==> src/hw/rtl/dflp_pkg.sv <==
`timescale 1ns / 1ps
`default_nettype none
// ----------------------------------------------------------------------------
// dflp_pkg
// Shared types, codes and constants of the decimal field list parser.
// ----------------------------------------------------------------------------
package dflp_pkg;

  // Configuration register indexes
  localparam logic [1:0] CFG_FIELD_COUNT  = 2'd0;
  localparam logic [1:0] CFG_WIDE_MODE    = 2'd1;
  localparam logic [1:0] CFG_NONZERO_LEAD = 2'd2;

  // Result kinds
  localparam logic KIND_FIELD  = 1'b0;
  localparam logic KIND_STATUS = 1'b1;

  // Final status codes
  typedef enum logic [2:0] {
    ST_OK         = 3'd0,
    ST_BAD_CHAR   = 3'd1,
    ST_OVERFLOW   = 3'd2,
    ST_TOO_FEW    = 3'd3,
    ST_TRAILING   = 3'd4,
    ST_ZERO_COUNT = 3'd5
  } status_t;

  // Characters
  localparam logic [7:0] CHAR_ZERO  = 8'h30;
  localparam logic [7:0] CHAR_NINE  = 8'h39;
  localparam logic [7:0] CHAR_SPACE = 8'h20;
  localparam logic [7:0] CHAR_TAB   = 8'h09;
  localparam logic [7:0] CHAR_CR    = 8'h0D;

  // Largest accumulator that still accepts another digit: (limit - d) / 10
  localparam logic [63:0] LIM32_LO = 64'd429496729;
  localparam logic [63:0] LIM32_HI = 64'd429496728;
  localparam logic [63:0] LIM64_LO = 64'd1844674407370955161;
  localparam logic [63:0] LIM64_HI = 64'd1844674407370955160;
  localparam logic [3:0]  DIGIT_SPLIT = 4'd5;

  // Queue depth for results
  localparam int unsigned QDEPTH = 4;
  localparam int unsigned QAW    = $clog2(QDEPTH);

  typedef struct packed {
    logic [7:0] field_count;
    logic       wide_mode;
    logic       require_nonzero_lead;
  } cfg_t;

  typedef struct packed {
    logic        item_kind;
    logic [7:0]  field_number;
    logic [63:0] field_value;
    status_t     parse_status;
    logic        last_item;
  } result_t;

  // Up to two results from one character
  typedef struct packed {
    logic    v0;
    logic    v1;
    result_t r0;
    result_t r1;
  } push_t;

  function automatic logic is_space(input logic [7:0] c);
    return (c == CHAR_SPACE) || (c >= CHAR_TAB && c <= CHAR_CR);
  endfunction

  function automatic logic is_digit(input logic [7:0] c);
    return (c >= CHAR_ZERO) && (c <= CHAR_NINE);
  endfunction

  function automatic logic [63:0] digit_limit(input logic wide, input logic [3:0] d);
    if (wide) begin
      return (d <= DIGIT_SPLIT) ? LIM64_LO : LIM64_HI;
    end
    return (d <= DIGIT_SPLIT) ? LIM32_LO : LIM32_HI;
  endfunction

endpackage
`default_nettype wire

==> src/hw/rtl/decimal_field_list_parser.sv <==
`timescale 1ns / 1ps
`default_nettype none
// ----------------------------------------------------------------------------
// decimal_field_list_parser
// Parses a configured number of whitespace-separated decimal fields.
// ----------------------------------------------------------------------------
// Usage:
//   Input stream: one character per transaction in in_tdata; a transaction
//   with in_tlast set ends the text (its data byte is ignored).
//   Output stream: one result per transaction. out_tuser = 0 is a parsed
//   field, out_tuser = 1 the final status of the text, which also has
//   out_tlast set. A text ending inside a field yields two results.
//   A result is written into the result queue when the character that
//   closes it is taken. Throughput: one character per cycle, set by the
//   combinational multiply-by-ten and limit compare; in_tready drops only
//   while the four-entry result queue could not take two more results.
//   When the receiver stalls, results wait in the queue and input is held
//   off once the queue holds more than two results. Reset: field_count = 1,
//   32-bit mode, leading zeros allowed; the parser starts before the first
//   field of a new text and the queue is empty. The user writes configuration
//   (cfg_we, cfg_index, cfg_wdata) between texts; it is not enforced.
// ----------------------------------------------------------------------------
module decimal_field_list_parser (
  input  wire logic        clk,
  input  wire logic        rst_n,
  // configuration
  input  wire logic        cfg_we,
  input  wire logic [1:0]  cfg_index,
  input  wire logic [7:0]  cfg_wdata,
  // character stream
  input  wire logic        in_tvalid,
  output logic             in_tready,
  input  wire logic [7:0]  in_tdata,   // [7:0] text_byte
  input  wire logic        in_tlast,   // end_of_text
  // result stream
  output logic             out_tvalid,
  input  wire logic        out_tready,
  output logic [79:0]      out_tdata,  // [7:0] field_number, [71:8] field_value,
                                       // [74:72] parse_status, [79:75] zero
  output logic             out_tuser,  // item_kind
  output logic             out_tlast   // last_item
);
  import dflp_pkg::*;

  cfg_t    cfg_r;
  push_t   push;
  result_t head;
  logic    head_valid;
  logic    room;
  logic    in_accept;

  // Configuration registers
  always_ff @(posedge clk) begin
    if (!rst_n) begin
      cfg_r.field_count          <= 8'd1;
      cfg_r.wide_mode            <= 1'b0;
      cfg_r.require_nonzero_lead <= 1'b0;
    end else if (cfg_we) begin
      unique case (cfg_index)
        CFG_FIELD_COUNT:  cfg_r.field_count          <= cfg_wdata;
        CFG_WIDE_MODE:    cfg_r.wide_mode            <= cfg_wdata[0];
        CFG_NONZERO_LEAD: cfg_r.require_nonzero_lead <= cfg_wdata[0];
        default: ;
      endcase
    end
  end

  assign in_tready = room;
  assign in_accept = in_tvalid && in_tready;

  dflp_parser u_parser (
    .clk         (clk),
    .rst_n       (rst_n),
    .cfg         (cfg_r),
    .accept      (in_accept),
    .text_byte   (in_tdata),
    .end_of_text (in_tlast),
    .push        (push)
  );

  dflp_out_queue u_queue (
    .clk        (clk),
    .rst_n      (rst_n),
    .push       (push),
    .head       (head),
    .head_valid (head_valid),
    .pop        (out_tready),
    .room       (room)
  );

  // Drive the result stream from the queue head
  assign out_tvalid = head_valid;
  assign out_tdata  = {5'd0, head.parse_status, head.field_value, head.field_number};
  assign out_tuser  = head.item_kind;
  assign out_tlast  = head.last_item;

  // No result without an accepted character
  a_no_invented: assert property (@(posedge clk) disable iff (!rst_n)
    !in_accept |-> !push.v0 && !push.v1)
    else $error("result pushed without an accepted character");

  // Second result only follows a first one and is always the status
  a_second_is_status: assert property (@(posedge clk) disable iff (!rst_n)
    push.v1 |-> push.v0 && push.r1.last_item && push.r0.item_kind == KIND_FIELD)
    else $error("bad pair of results");

  // End of text always yields a final status
  a_end_status: assert property (@(posedge clk) disable iff (!rst_n)
    in_accept && in_tlast |-> push.v0 &&
      (push.v1 ? push.r1.item_kind == KIND_STATUS : push.r0.item_kind == KIND_STATUS))
    else $error("end of text without a status item");

  // Field items never close the text
  a_field_not_last: assert property (@(posedge clk) disable iff (!rst_n)
    out_tvalid && out_tuser == KIND_FIELD |-> !out_tlast)
    else $error("field item marked last");

endmodule
`default_nettype wire

==> src/hw/rtl/dflp_parser.sv <==
`timescale 1ns / 1ps
`default_nettype none
// ----------------------------------------------------------------------------
// dflp_parser
// Per-character parse step: phase, accumulator, field count and first error.
// ----------------------------------------------------------------------------
module dflp_parser (
  input  wire logic            clk,
  input  wire logic            rst_n,
  input  wire dflp_pkg::cfg_t  cfg,
  input  wire logic            accept,
  input  wire logic [7:0]      text_byte,
  input  wire logic            end_of_text,
  output dflp_pkg::push_t      push
);
  import dflp_pkg::*;

  typedef enum logic [3:0] {
    PH_GAP    = 4'b0001,
    PH_DIGITS = 4'b0010,
    PH_TAIL   = 4'b0100,
    PH_ERROR  = 4'b1000
  } phase_t;

  phase_t      phase_r, phase_nxt;
  logic [63:0] acc_r, acc_nxt;
  logic [7:0]  done_r, done_nxt;
  status_t     err_r, err_nxt;

  logic [7:0]  done_inc;
  logic [3:0]  digit;
  logic [63:0] acc_times10;
  phase_t      ph;
  status_t     err;
  status_t     fin;
  result_t     fld_res;
  result_t     st_res;
  logic        emit_fld;

  assign done_inc    = done_r + 8'd1;
  assign digit       = 4'(text_byte - CHAR_ZERO);
  assign acc_times10 = {acc_r[60:0], 3'b000} + {acc_r[62:0], 1'b0};

  // Compute one step of the parser
  always_comb begin
    ph        = phase_r;
    err       = err_r;
    fin       = err_r;
    emit_fld  = 1'b0;
    phase_nxt = phase_r;
    acc_nxt   = acc_r;
    done_nxt  = done_r;
    err_nxt   = err_r;

    if (phase_r != PH_ERROR && cfg.field_count == 8'd0) begin
      ph  = PH_ERROR;
      err = ST_ZERO_COUNT;
    end
    if (ph == PH_GAP && done_r >= cfg.field_count) begin
      ph = PH_TAIL;
    end
    fin = err;

    if (end_of_text) begin
      unique case (ph)
        PH_DIGITS: begin
          emit_fld = 1'b1;
          fin      = (done_inc >= cfg.field_count) ? ST_OK : ST_TOO_FEW;
        end
        PH_GAP:   fin = ST_TOO_FEW;
        PH_TAIL:  fin = ST_OK;
        PH_ERROR: fin = err;
        default:  fin = err;
      endcase
      phase_nxt = PH_GAP;
      acc_nxt   = '0;
      done_nxt  = '0;
      err_nxt   = ST_OK;
    end else begin
      phase_nxt = ph;
      err_nxt   = err;
      unique case (ph)
        PH_GAP: begin
          if (!is_space(text_byte)) begin
            if (!is_digit(text_byte) ||
                (cfg.require_nonzero_lead && text_byte == CHAR_ZERO)) begin
              phase_nxt = PH_ERROR;
              err_nxt   = ST_BAD_CHAR;
            end else begin
              acc_nxt   = {60'd0, digit};
              phase_nxt = PH_DIGITS;
            end
          end
        end
        PH_DIGITS: begin
          if (is_digit(text_byte)) begin
            if (acc_r > digit_limit(cfg.wide_mode, digit)) begin
              phase_nxt = PH_ERROR;
              err_nxt   = ST_OVERFLOW;
            end else begin
              acc_nxt = acc_times10 + {60'd0, digit};
            end
          end else if (is_space(text_byte)) begin
            emit_fld  = 1'b1;
            done_nxt  = done_inc;
            acc_nxt   = '0;
            phase_nxt = (done_inc >= cfg.field_count) ? PH_TAIL : PH_GAP;
          end else begin
            phase_nxt = PH_ERROR;
            err_nxt   = ST_BAD_CHAR;
          end
        end
        PH_TAIL: begin
          if (!is_space(text_byte)) begin
            phase_nxt = PH_ERROR;
            err_nxt   = ST_TRAILING;
          end
        end
        PH_ERROR: phase_nxt = PH_ERROR;
        default:  phase_nxt = PH_ERROR;
      endcase
    end
  end

  // Build result items
  always_comb begin
    fld_res.item_kind    = KIND_FIELD;
    fld_res.field_number = done_r;
    fld_res.field_value  = acc_r;
    fld_res.parse_status = ST_OK;
    fld_res.last_item    = 1'b0;

    st_res.item_kind    = KIND_STATUS;
    st_res.field_number = '0;
    st_res.field_value  = '0;
    st_res.parse_status = fin;
    st_res.last_item    = 1'b1;

    push.v0 = accept && (emit_fld || end_of_text);
    push.v1 = accept && emit_fld && end_of_text;
    push.r0 = emit_fld ? fld_res : st_res;
    push.r1 = st_res;
  end

  // Advance state on each accepted transaction
  always_ff @(posedge clk) begin
    if (!rst_n) begin
      phase_r <= PH_GAP;
      acc_r   <= '0;
      done_r  <= '0;
      err_r   <= ST_OK;
    end else if (accept) begin
      phase_r <= phase_nxt;
      acc_r   <= acc_nxt;
      done_r  <= done_nxt;
      err_r   <= err_nxt;
    end
  end

endmodule
`default_nettype wire

==> src/hw/rtl/dflp_out_queue.sv <==
`timescale 1ns / 1ps
`default_nettype none
// ----------------------------------------------------------------------------
// dflp_out_queue
// Small result queue: takes up to two results per cycle, hands out one.
// ----------------------------------------------------------------------------
module dflp_out_queue (
  input  wire logic              clk,
  input  wire logic              rst_n,
  input  wire dflp_pkg::push_t   push,
  output dflp_pkg::result_t      head,
  output logic                   head_valid,
  input  wire logic              pop,
  output logic                   room
);
  import dflp_pkg::*;

  localparam logic [QAW:0] FULL_FOR_TWO = (QAW+1)'(QDEPTH - 2);

  result_t          mem [QDEPTH];
  logic [QAW-1:0]   wr_ptr_r, wr_ptr_nxt;
  logic [QAW-1:0]   rd_ptr_r, rd_ptr_nxt;
  logic [QAW:0]     count_r, count_nxt;
  logic [QAW:0]     n_push;
  logic             do_pop;

  assign head_valid = (count_r != '0);
  assign head       = mem[rd_ptr_r];
  assign do_pop     = pop && head_valid;
  assign room       = (count_r <= FULL_FOR_TWO);
  assign n_push     = (QAW+1)'(push.v0) + (QAW+1)'(push.v1);

  assign wr_ptr_nxt = wr_ptr_r + QAW'(n_push);
  assign rd_ptr_nxt = rd_ptr_r + QAW'(do_pop);
  assign count_nxt  = count_r + n_push - (QAW+1)'(do_pop);

  // Store results
  always_ff @(posedge clk) begin
    if (push.v0) begin
      mem[wr_ptr_r] <= push.r0;
    end
    if (push.v1) begin
      mem[wr_ptr_r + QAW'(1)] <= push.r1;
    end
  end

  // Track pointers and fill level
  always_ff @(posedge clk) begin
    if (!rst_n) begin
      wr_ptr_r <= '0;
      rd_ptr_r <= '0;
      count_r  <= '0;
    end else begin
      wr_ptr_r <= wr_ptr_nxt;
      rd_ptr_r <= rd_ptr_nxt;
      count_r  <= count_nxt;
    end
  end

endmodule
`default_nettype wire
==> config.mk <==
export PLATFORM = sky130hd
export DESIGN_NAME = decimal_field_list_parser
export DESIGN_NICKNAME = d
export VERILOG_FILES = /design/src/hw/rtl/dflp_pkg.sv /design/src/hw/rtl/decimal_field_list_parser.sv /design/src/hw/rtl/dflp_parser.sv /design/src/hw/rtl/dflp_out_queue.sv
export SDC_FILE = /design/constraint.sdc
export NUM_CORES = 1
export LEC_CHECK = 0
export BUFFER_PORTS_ARGS = -buffer_cell sky130_fd_sc_hd__buf_2
export CELL_PAD_IN_SITES_DETAIL_PLACEMENT = 0
export CELL_PAD_IN_SITES_GLOBAL_PLACEMENT = 1
export CORE_AREA = 4 4 248 250
export DETAILED_ROUTE_END_ITERATION = 8
export DIE_AREA = 0 0 252 254
export HOLD_SLACK_MARGIN = 0.02
export PLACE_DENSITY = 0.75
export SYNTH_ARGS = -nofsm -noshare
export SYNTH_HDL_FRONTEND = slang
export SYNTH_SLANG_ARGS = --single-unit
==> constraint.sdc <==
create_clock -name clk -period 11.27 [get_ports clk]
set_input_delay 1.6905 -clock clk [delete_from_list [all_inputs] [get_ports clk]]
set_output_delay 1.6905 -clock clk [all_outputs]
set_load 0.005 [all_outputs]
After elaboration in Yosys (flattened, before gate mapping). Memories as Yosys holds them, arrays and structs flattened. A register that Yosys moved wholly into a read port is not among the register bits. Cells that the tools add are included.

Bits in writable memories: 308. Input bits: 24. Logic and storage cells: 125. Output and inout bits: 84. Register bits after elaboration: 96. Memories: 1.

Memories: u_queue.mem (depth 4, width 77, rd ports 1, clocked after memory_dff 1, wr ports 2, line dflp_out_queue.sv:20) `result_t mem [QDEPTH];`.

Equal/unequal tests: 14. Reduce and logical (&&, ||, !) cells: 25. Mux-type cells: 56. $lt $le $gt $ge: 9. Add/sub/neg operators: 10.

Operators with widths (count): $mux W64 (11); $pmux W64 S2 (1); $mux W77 (1); $add A64 B4 Y64 (1); $add A64 B64 Y64 (1); $gt A64 B64 Y1 (1); $mux W4 (9); $mux W8 (4); $mux W3 (10); $pmux W3 S3 (2); $eq A8 B6 Y1 const B (2); $ge A8 B8 Y1 (2); $mux W1 (15); $pmux W4 S3 (1); $logic_and A1 B1 Y1 (10); $add A8 B1 Y8 const B (1); $eq A4 B1 Y1 const B (2); $ge A8 B4 Y1 const B (1); $ge A8 B6 Y1 const B (1); $le A8 B4 Y1 const B (1); $le A8 B6 Y1 const B (1); $logic_not A8 Y1 (1); $ne A4 B4 Y1 const B (2); $ne A3 B3 Y1 const B (2); 24 further kinds (31).

Longest topological paths before layout. Gate-level depths: netlist of the first run.

Depth in word-level cells: 18. Depth in mapped cells: 15. Gate-level depth less buffers: 14.

Hierarchy. A second synthesis of the first run with hierarchy kept.

Cell total of the unflattened synthesis: 2165. Area, all modules: 25772.2 um^2.

By module, submodules not included: dflp_out_queue (area an instance 15179.6 um^2, sequential area each 9389.0 um^2, instances 1, cells each 788); dflp_parser (area an instance 10114.7 um^2, sequential area each 1581.5 um^2, instances 1, cells each 1325); decimal_field_list_parser (area an instance 478.0 um^2, sequential area each 200.2 um^2, instances 1, cells each 52).

Least setup slack after synthesis of the first run. Ideal clock, no wire load.

Path kind: in2reg. Start point: in in_tdata[3]. End point: reg u_parser.acc_r[52]. Library setup time: 0.124 ns. Stages: 13. Data arrival time: 4.637 ns. Path slack: 6.509 ns. Data required time: 11.146 ns. Buffers on the path: 0. Cells stage by stage: fa_1 inv_1 fa_1 nand2b_1 a21oi_1 o311ai_1 a31oi_1 and2b_1 a21oi_1 or4_4 a41oi_2 xnor2_1 o21ai_1.

Word-level cells in the longest chain between the ends: 11. Elaborated cells on any way between the ends: 32. Those cells by class: add/sub (2); order compare (6); eq/ne (6); mux (11); reduce/logical (7).

Ends and longest elaborated chain: from (decl) (line decimal_field_list_parser.sv:33) `input wire logic [7:0] in_tdata,`; $sub A4 B1 Y4 (line dflp_parser.sv:41) `assign digit = 4'(text_byte - CHAR_ZERO);`; $le A4 B3 Y1 (line dflp_pkg.sv:78, dflp_pkg.sv:80); $mux W1 (line dflp_pkg.sv:78, dflp_pkg.sv:80); $mux W64 (line dflp_pkg.sv:77) `if (wide) begin`; $mux W64 (line dflp_pkg.sv:80) `return (d <= DIGIT_SPLIT) ? LIM32_LO : LIM32_HI;`; $mux W64 (line dflp_parser.sv:96) `if (is_digit(text_byte)) begin`; $mux W64 (line dflp_parser.sv:82) `unique case (ph)`; $mux W64 (line dflp_parser.sv:64) `if (end_of_text) begin`; $gt A64 B64 Y1 (line dflp_parser.sv:97) `if (acc_r > digit_limit(cfg.wide_mode, digit)) begin`; $ne A4 B4 Y1 (no line); $reduce_and A6 Y1 (no line); to (signal assigned) (line dflp_parser.sv:154) `acc_r <= acc_nxt;`; to (decl) (line dflp_parser.sv:26) `logic [63:0] acc_r, acc_nxt;`.

Several ways; a longest one is shown, not always the timed one. The select of a mux whose other input is x is not followed. A chain may end at the register's enable or synchronous reset.

==> results of run 1 <==
per-layer routing:
layer / global-route usage, % / up-vias
met2: 36.3 / 580
met5: 0 / -
met1: 27.9 / 9710
met4: 4.90 / 0
li1: - / 9433
met3: 2.33 / 78
sequential cells by signal, summed over array words and instances, names as in the netlist:
register	flops
u_parser.acc_r	64
u_parser.phase_r	4
u_parser.err_r	3
u_queue.count_r	3
u_queue.mem	304
u_queue.rd_ptr_r	2
u_parser.done_r	8
cfg_r	10
u_queue.wr_ptr_r	2
power breakdown:
| group | internal, mW | switching [mW] | leakage (nW) |
|---|---|---|---|
| clock network | 0.876 | 0.615 | 0.746 |
| logic | 0.126 | 0.207 | 5.59 |
| registers | 1.44 | 0.0624 | 3.24 |
tightest hold or removal path: stages (launching register included):
cell and delay [ps]:
dfxtp_1 310, nand2_1 50, a21oi_1 50
layout make-up:
class                           instances  area [um^2]  area share (%)
Sequential cell                       400         8140            32.9
Timing Repair Buffer                  126          691            2.80
Inverter                               35          131           0.532
Tap cell                              773          967            3.92
Clock inverter                         14          116           0.471
Clock buffer                           69         1390            5.63
Multi-Input combinational cell       2004        13300            53.7
kinds of logic (layout without fill, tap and decap cells):
group / count (synthesis) / after routing / share of synthesized area (%)
adders and majority gates: 165 / 165 / 9.32
muxes: 86 / 86 / 8.09
AOI/OAI and AO/OA: 679 / 679 / 17.5
and+or+nand+nor: 995 / 995 / 21.0
DFF: 400 / 400 / 36.3
other: 1 / 5 / 0.0167
xor gates and xnor gates: 74 / 74 / 2.89
buffers and inverters: 243 / 244 / 4.80
synth_stat cells, drive strengths merged (3+ instances only):
library cell	number	area [um^2]
o21a	15	113
nor2	100	427
nor2b	30	190
xnor2	53	464
nand2	395	1480
nor4	13	109
a31oi	11	68.8
a21oi	381	1910
a22oi	4	30.0
nor3b	3	22.5
or3	7	43.8
a21o	36	270
o31ai	5	42.5
dfxtp	388	7770
nand4	20	125
nand3	342	1720
o21ai	122	611
nor3	24	146
inv	35	131
a221o	4	40.0
o211ai	7	52.6
fa	3	60.1
clkbuf	118	443
mux4	76	1710
or4	4	33.8
ha	162	2030
a41oi	3	33.8
and4	9	78.8
or2	3	18.8
o311ai	3	26.3
a211o	4	35.0
xor2	21	184
edfxtp	12	360
mux2i	10	100
and3	7	43.8
nand2b	10	62.6
and2	18	113
a2111oi	4	47.6
a21boi	39	293
buf	90	500
a221oi	4	41.3
o21bai	16	120
worst max-delay path by stage:
stage	slack, ps	depth (start not counted)	endpoint
after floorplan	6510	13	u_parser.acc_r[52]$_SDFFE_PN0P_
after global placement	5300	11	u_queue.mem[3][1]$_DFFE_PP_
after detailed placement	5140	11	u_queue.mem[3][3]$_DFFE_PP_
after CTS	5770	11	u_queue.mem[3][3]$_DFFE_PP_
after global routing	5470	11	u_queue.mem[3][3]$_DFFE_PP_
final	5730	11	u_queue.mem[3][2]$_DFFE_PP_
stage by stage:
stage	instance area [um^2]	util (%)	setup slack [ps]	total power, mW
floorplan	22400	-	6510	1.75
global placement	23200	39.3	5300	1.86
detailed placement	23200	39.3	5140	1.87
CTS	24700	41.8	5770	3.36
global route	24700	41.8	5470	3.45
finish	24700	41.8	5730	3.33
==> results.sh, run 1 <==
export IMPL_status="finished, final reports clean"
export IMPL_cts_resized=0
export IMPL_dieArea_um2=64000
export IMPL_min_from="u_queue.mem[2][53]$_SDFFE_PP0P_"
export IMPL_crit_chain="buf_2, nor3_2, a22oi_1, o22a_1, nor4_4, a21oi_1, or2_1, inv_1, nand3_2, buf_4, o21ai_0"
export IMPL_crit_path_end_kind="register"
export IMPL_synth_seq_cells=400
export IMPL_grt_pass1_vias=19100
export IMPL_r2r_start="cfg_r[2]$_SDFFE_PN1P_"
export IMPL_grt_pass1_wl_mm=108
export IMPL_cts_htree_levels=2
export IMPL_rr_worst_depth=10
export IMPL_skew_ps=18.3
export IMPL_layout_nets=2802
export IMPL_ir_drop_mv=0.113
export IMPL_synth_enable_flop_cells=12
export IMPL_cpMaxStageDelayCell="nand3_2"
export IMPL_max_cap_violations=0
export IMPL_wl_met2_mm=33.7
export IMPL_critical_path_top_delay_family="simple AND/OR/NAND/NOR gates"
export IMPL_hold_violations=0
export IMPL_drive_gt1_share_pct=11.9
export IMPL_synth_cell_types=86
export IMPL_worstHoldPathCells=2
export IMPL_firstDrtPassIters=5
export IMPL_r2r_end="u_queue.mem[2][2]$_DFFE_PP_"
export IMPL_dr_max_layer_used="met4"
export IMPL_tightest_slew_ps=1280
export IMPL_fin_crit_sh_pct=49.2
export IMPL_post_route_min_period_ps=5540
export IMPL_detail_route_antenna_nets=0
export IMPL_drc=0
export IMPL_die_w_um=252
export IMPL_final_cells=3421
export IMPL_yosysSeqAreaShare_pct=36.3
export IMPL_cts_setup_buffers=0
export IMPL_clk_latency_ps=570
export IMPL_root_buffer="clkbuf_16"
export IMPL_cts_buffers=46
export IMPL_p_per_area_nw_per_um2=135
export IMPL_drt_total_wl_mm=68.7
export IMPL_setup_violations=0
export IMPL_via_per_inst=5.79
export IMPL_io_pins=108
export IMPL_postCtsHoldBufs=0
export IMPL_start_util_pct=37.9
export IMPL_antenna_found_initial=0
export IMPL_coreArea_um2=59000
export IMPL_relSlewSlack_pct=14.3
export IMPL_path_class="input pin to register"
export IMPL_syn_area_per_cell_um2=8.47
export IMPL_dp_hpwl_mm=43.1
export IMPL_vias=19800
export IMPL_met3_length_mm=3.47
export IMPL_r2r_slack_ps=6730
export IMPL_wl_per_cell_um=20.1
export IMPL_slowest_delay_ps=820
export IMPL_synth_main_ff_cell="dfxtp_1"
export IMPL_hold_slack_ps=452
export IMPL_crit_path_start="in_tdata[1]"
export IMPL_die_y_um=254
export IMPL_startpoint_type="input pin"
export IMPL_clockBufferDepth=3
export IMPL_clk_pin_slew_ps=60
export IMPL_diodes=0
export IMPL_syn_inst=2643
export IMPL_yosysWarnings=0
export IMPL_async_reset_ff_share_pct=0
export IMPL_hp_class="register to register"
export IMPL_cts_tree="done"
export IMPL_final_cell_mix="nand2_1 (395), dfxtp_1 (386), a21oi_1 (381)"
export IMPL_rsz0062_at_grt="no"
export IMPL_cts_sinks=400
export IMPL_grt_total_usage_pct=20.8
export IMPL_placed_cells=3338
export IMPL_cp_max_fo=41
export IMPL_synth_area_um2=22400
export IMPL_slew_viol_final=0
export IMPL_finalSetupTns_ps=0
export IMPL_grt_max_degree=103
export IMPL_fillers=5922
export IMPL_cp_arrival_ps=5760
export IMPL_grt_remaining_overflow=0
export IMPL_final_common_cell="nand2_1"
export IMPL_leakagePower_nw=9.58
export IMPL_drtIter0Drc=1391
export IMPL_num_rows=89
export IMPL_max_freq_mhz=180
export IMPL_crit_buf_inv=3
export IMPL_min_to="u_queue.mem[2][53]$_SDFFE_PP0P_"
export IMPL_area_growth_synth_to_final_pct=10.3
export IMPL_port_buffer_count=102
export IMPL_routabilityCongestion=0.942
export IMPL_m1WireLength_mm=30.4
export IMPL_critPathRequiredTime_ps=11490
No activity file was read; power rests on OpenSTA's default activity.
==> inputs of run 2 (changes only) <==
--- a/config.mk
+++ b/config.mk
@@ -5,14 +5,15 @@
 export SDC_FILE = /design/constraint.sdc
 export NUM_CORES = 1
 export LEC_CHECK = 0
+export ABC_AREA = 1
 export BUFFER_PORTS_ARGS = -buffer_cell sky130_fd_sc_hd__buf_2
 export CELL_PAD_IN_SITES_DETAIL_PLACEMENT = 0
 export CELL_PAD_IN_SITES_GLOBAL_PLACEMENT = 1
-export CORE_AREA = 4 4 248 250
+export CORE_AREA = 4 4 260 262
 export DETAILED_ROUTE_END_ITERATION = 8
-export DIE_AREA = 0 0 252 254
+export DIE_AREA = 0 0 264 266
 export HOLD_SLACK_MARGIN = 0.02
-export PLACE_DENSITY = 0.75
+export PLACE_DENSITY = 0.79
 export SYNTH_ARGS = -nofsm -noshare
 export SYNTH_HDL_FRONTEND = slang
 export SYNTH_SLANG_ARGS = --single-unit
==> constraint.sdc (replaced) <==
create_clock -name clk -period 5.6 [get_ports clk]
set_input_delay 0.84 -clock clk [delete_from_list [all_inputs] [get_ports clk]]
set_output_delay 0.84 -clock clk [all_outputs]
set_load 0.005 [all_outputs]
==> run 2 against run 1 <==
Clock power rose by 99%. Total power rose to 3.3 times the previous value. Hold slack improved by 0.67 ps. First-iteration DRC count increased by 51%. Worst setup slack lost 4000 ps. Routed wire length increased by 26%. Register-to-register slack lost 5000 ps. Count of clock-buffer cells in the layout is 2 lower. Critical path depth up 6.
==> results.sh, run 2 <==
export IMPL_status="finished, final reports clean"
export IMPL_io_pins=108
export IMPL_skew_ps=43.5
export IMPL_dpl_worst_slack_ps=1730
export IMPL_fillers=7116
export IMPL_fin_crit_sh_pct=69.6
export IMPL_dieArea_um2=70200
export IMPL_cts_resized=0
export IMPL_tightest_slew_ps=1050
export IMPL_p_int_mw=6.58
export IMPL_startpoint_type="register"
export IMPL_p_switching_mw=4.29
export IMPL_clk_latency_ps=590
export IMPL_yosysSeqAreaShare_pct=32.9
export IMPL_grt_total_usage_pct=23.8
export IMPL_final_common_cell="nand2_1"
export IMPL_start_util_pct=37.7
export IMPL_finalSetupTns_ps=0
export IMPL_setup_violations=0
export IMPL_detail_route_antenna_nets=0
export IMPL_hold_slack_ps=453
export IMPL_vias=25000
export IMPL_grt_pass1_wl_mm=135
export IMPL_top_regs="u_queue.mem x304, u_parser.acc_r x64, cfg_r x10"
export IMPL_crit_path_end_kind="register"
export IMPL_post_route_min_period_ps=3900
export IMPL_fin_ws_ps=1700
export IMPL_root_buffer="clkbuf_16"
export IMPL_coreArea_um2=65400
export IMPL_largest_reg_flops=304
export IMPL_cts_tree="done"
export IMPL_ir_drop_mv=0.308
export IMPL_cp_max_fo=32
export IMPL_clk_pin_slew_ps=60
export IMPL_placed_cell_area_um2=25700
export IMPL_synth_main_ff_cell="dfxtp_1"
export IMPL_final_area_um2=27100
export IMPL_cts_htree_levels=2
export IMPL_largest_register="u_queue.mem"
export IMPL_routabilityCongestion=0.971
export IMPL_synth_top_area_share_pct=31.5
export IMPL_met2_usage_pct=39.7
export IMPL_synth_seq_cells=400
export IMPL_synth_cell_types=49
export IMPL_yosysWarnings=0
export IMPL_path_class="register to register"
export IMPL_rsz0062_at_grt="no"
export IMPL_die_w_um=264
export IMPL_slew_viol_final=0
export IMPL_drtIter0Drc=2106
export IMPL_netSwitchingFraction_pct=39.5
export IMPL_hold_violations=0
export IMPL_synth_area_leader_cell="dfxtp_1"
export IMPL_max_cap_violations=0
export IMPL_multi_input_area_um2=14300
export IMPL_wl_per_cell_um=18.2
export IMPL_area_growth_synth_to_final_pct=9.86
export IMPL_use_met1_pct=32.0
export IMPL_synth_area_um2=24700
export IMPL_seqCellArea_um2=8130
export IMPL_port_buffer_count=102
export IMPL_grt_max_degree=78
export IMPL_grt_busiest_layer="met2"
export IMPL_postCtsHoldBufs=0
export IMPL_drt_total_wl_mm=86.8
export IMPL_synth_enable_flop_cells=12
export IMPL_synth_commonest_cells="nand2_1 (992), nor2_1 (740), dfxtp_1 (388)"
export IMPL_cp_arrival_ps=4380
export IMPL_clockBufferDepth=3
export IMPL_via_per_inst=5.23
export IMPL_power_frac_comb_pct=38.8
export IMPL_hp_class="register to register"
export IMPL_syn_area_per_cell_um2=6.36
export IMPL_layout_nets=4064
export IMPL_die_y_um=266
export IMPL_syn_inst=3882
export IMPL_firstDrtPassIters=5
export IMPL_cts_sinks=400
export IMPL_cts_setup_buffers=0
export IMPL_max_freq_mhz=257
export IMPL_final_cell_mix="nand2_1 (991), nor2_1 (739), dfxtp_1 (386)"
export IMPL_async_reset_ff_share_pct=0
export IMPL_dp_hpwl_mm=58.9
export IMPL_synthTopCellsByArea="dfxtp_1 (31%), nand2_1 (15%), nor2_1 (11%)"
export IMPL_drc=0
export IMPL_use_met3_pct=2.96
export IMPL_share_seq_of_total_power_pct=33.9
export IMPL_power_frac_clock_pct=27.3
export IMPL_antenna_found_initial=3
export IMPL_grt_remaining_overflow=0
export IMPL_num_rows=94
export IMPL_p_per_area_nw_per_um2=401
export IMPL_drive_gt1_share_pct=6.42
export IMPL_critPathRequiredTime_ps=6080
export IMPL_synth_most_common_cell="nand2_1"
export IMPL_cts_buffers=44
export IMPL_grt_pass1_vias=23700
export IMPL_relSlewSlack_pct=30.0
export IMPL_leakagePower_nw=12.7
[run 2: cell types whose count changed after synthesis, moves of 50 or more]
cell	change
o22ai_1	+75
nor2_1	+644
xnor2_1	-50
inv_1	+321
nand3_1	-234
a21oi_1	-70
nand2_1	+597
o21ai_0	+222
mux4_2	-76
[run 2: area by class of cell]
| class | count | area share, % |
|---|---|---|
| multi-input cells | 2928 | 52.7 |
| flip-flops and latches | 400 | 30.0 |
| inverters | 364 | 5.06 |
| clock buffers | 67 | 4.90 |
| well taps | 864 | 3.99 |
| repair buffers | 137 | 2.90 |
| clock inverters | 13 | 0.494 |
| diodes | 1 | 0.00923 |
[run 2: path summary, 6_finish.rpt]
| kind | startpoint | to | slack, ps | cells after the start |
|---|---|---|---|---|
| setup reg to reg | cfg_r[1]$_SDFFE_PN0P_ | u_parser.acc_r[11]$_SDFFE_PN0P_ | 1700 | 17 |
| setup / recovery | cfg_r[1]$_SDFFE_PN0P_ | u_parser.acc_r[11]$_SDFFE_PN0P_ | 1700 | 17 |
| hold reg to reg | u_queue.mem[2][0]$_SDFFE_PP1P_ | u_queue.mem[2][0]$_SDFFE_PP1P_ | 450 | 2 |
| hold / removal | u_queue.mem[2][0]$_SDFFE_PP1P_ | u_queue.mem[2][0]$_SDFFE_PP1P_ | 450 | 2 |
[run 2: kinds of logic after synthesis]
kind of cell	synth area share, %
and+or+nand+nor	32.1
DFF	32.9
other	0.0152
xor gates and xnor gates	0.497
AOI/OAI and AO/OA	16.6
adders and majority gates	8.46
buffers and inverters	9.43
[run 2: critical path, stage by stage, from the launching register on]
cell	delay, ps
dfxtp_1	410
inv_1	380
ha_1	480
nand2_1	60
nor3_1	200
inv_1	80
nor2_1	160
nand3_1	150
nor2_1	290
nand3_1	220
nand2_1	160
nand2_1	100
nand3_2	130
nand3_4	330
buf_4	390
nand2_1	90
inv_1	40
nor2_1	100
[run 2: per-stage QoR]
stage | utilization [%] | total power [mW] | instances
after detailed placement | 39.2 | 7.95 | 4693
final | 41.5 | 10.9 | 4774
after global routing | 41.5 | 11.6 | 4773
after CTS | 41.5 | 10.9 | 4773
after global placement | 39.2 | 7.95 | 4693
after floorplan | - | 6.37 | 3886
[run 2: power groups by stage]
stage / clock [mW] / sequential, mW / combinational (mW)
2_1_floorplan: 0 / 3.58 / 2.80
3_3_place_gp: 0 / 3.74 / 4.21
3_5_place_dp: 0 / 3.73 / 4.21
4_1_cts: 3.02 / 3.68 / 4.24
5_1_grt: 3.13 / 3.74 / 4.78
6_report: 2.96 / 3.69 / 4.22
[run 2: metal layers]
metal / share of wire, % / up-vias
met3: 5.6 / 140
li1: - / 12500
met4: 3.4 / 2
met1: 45 / 11600
met5: 0.014 / -
met2: 46 / 743
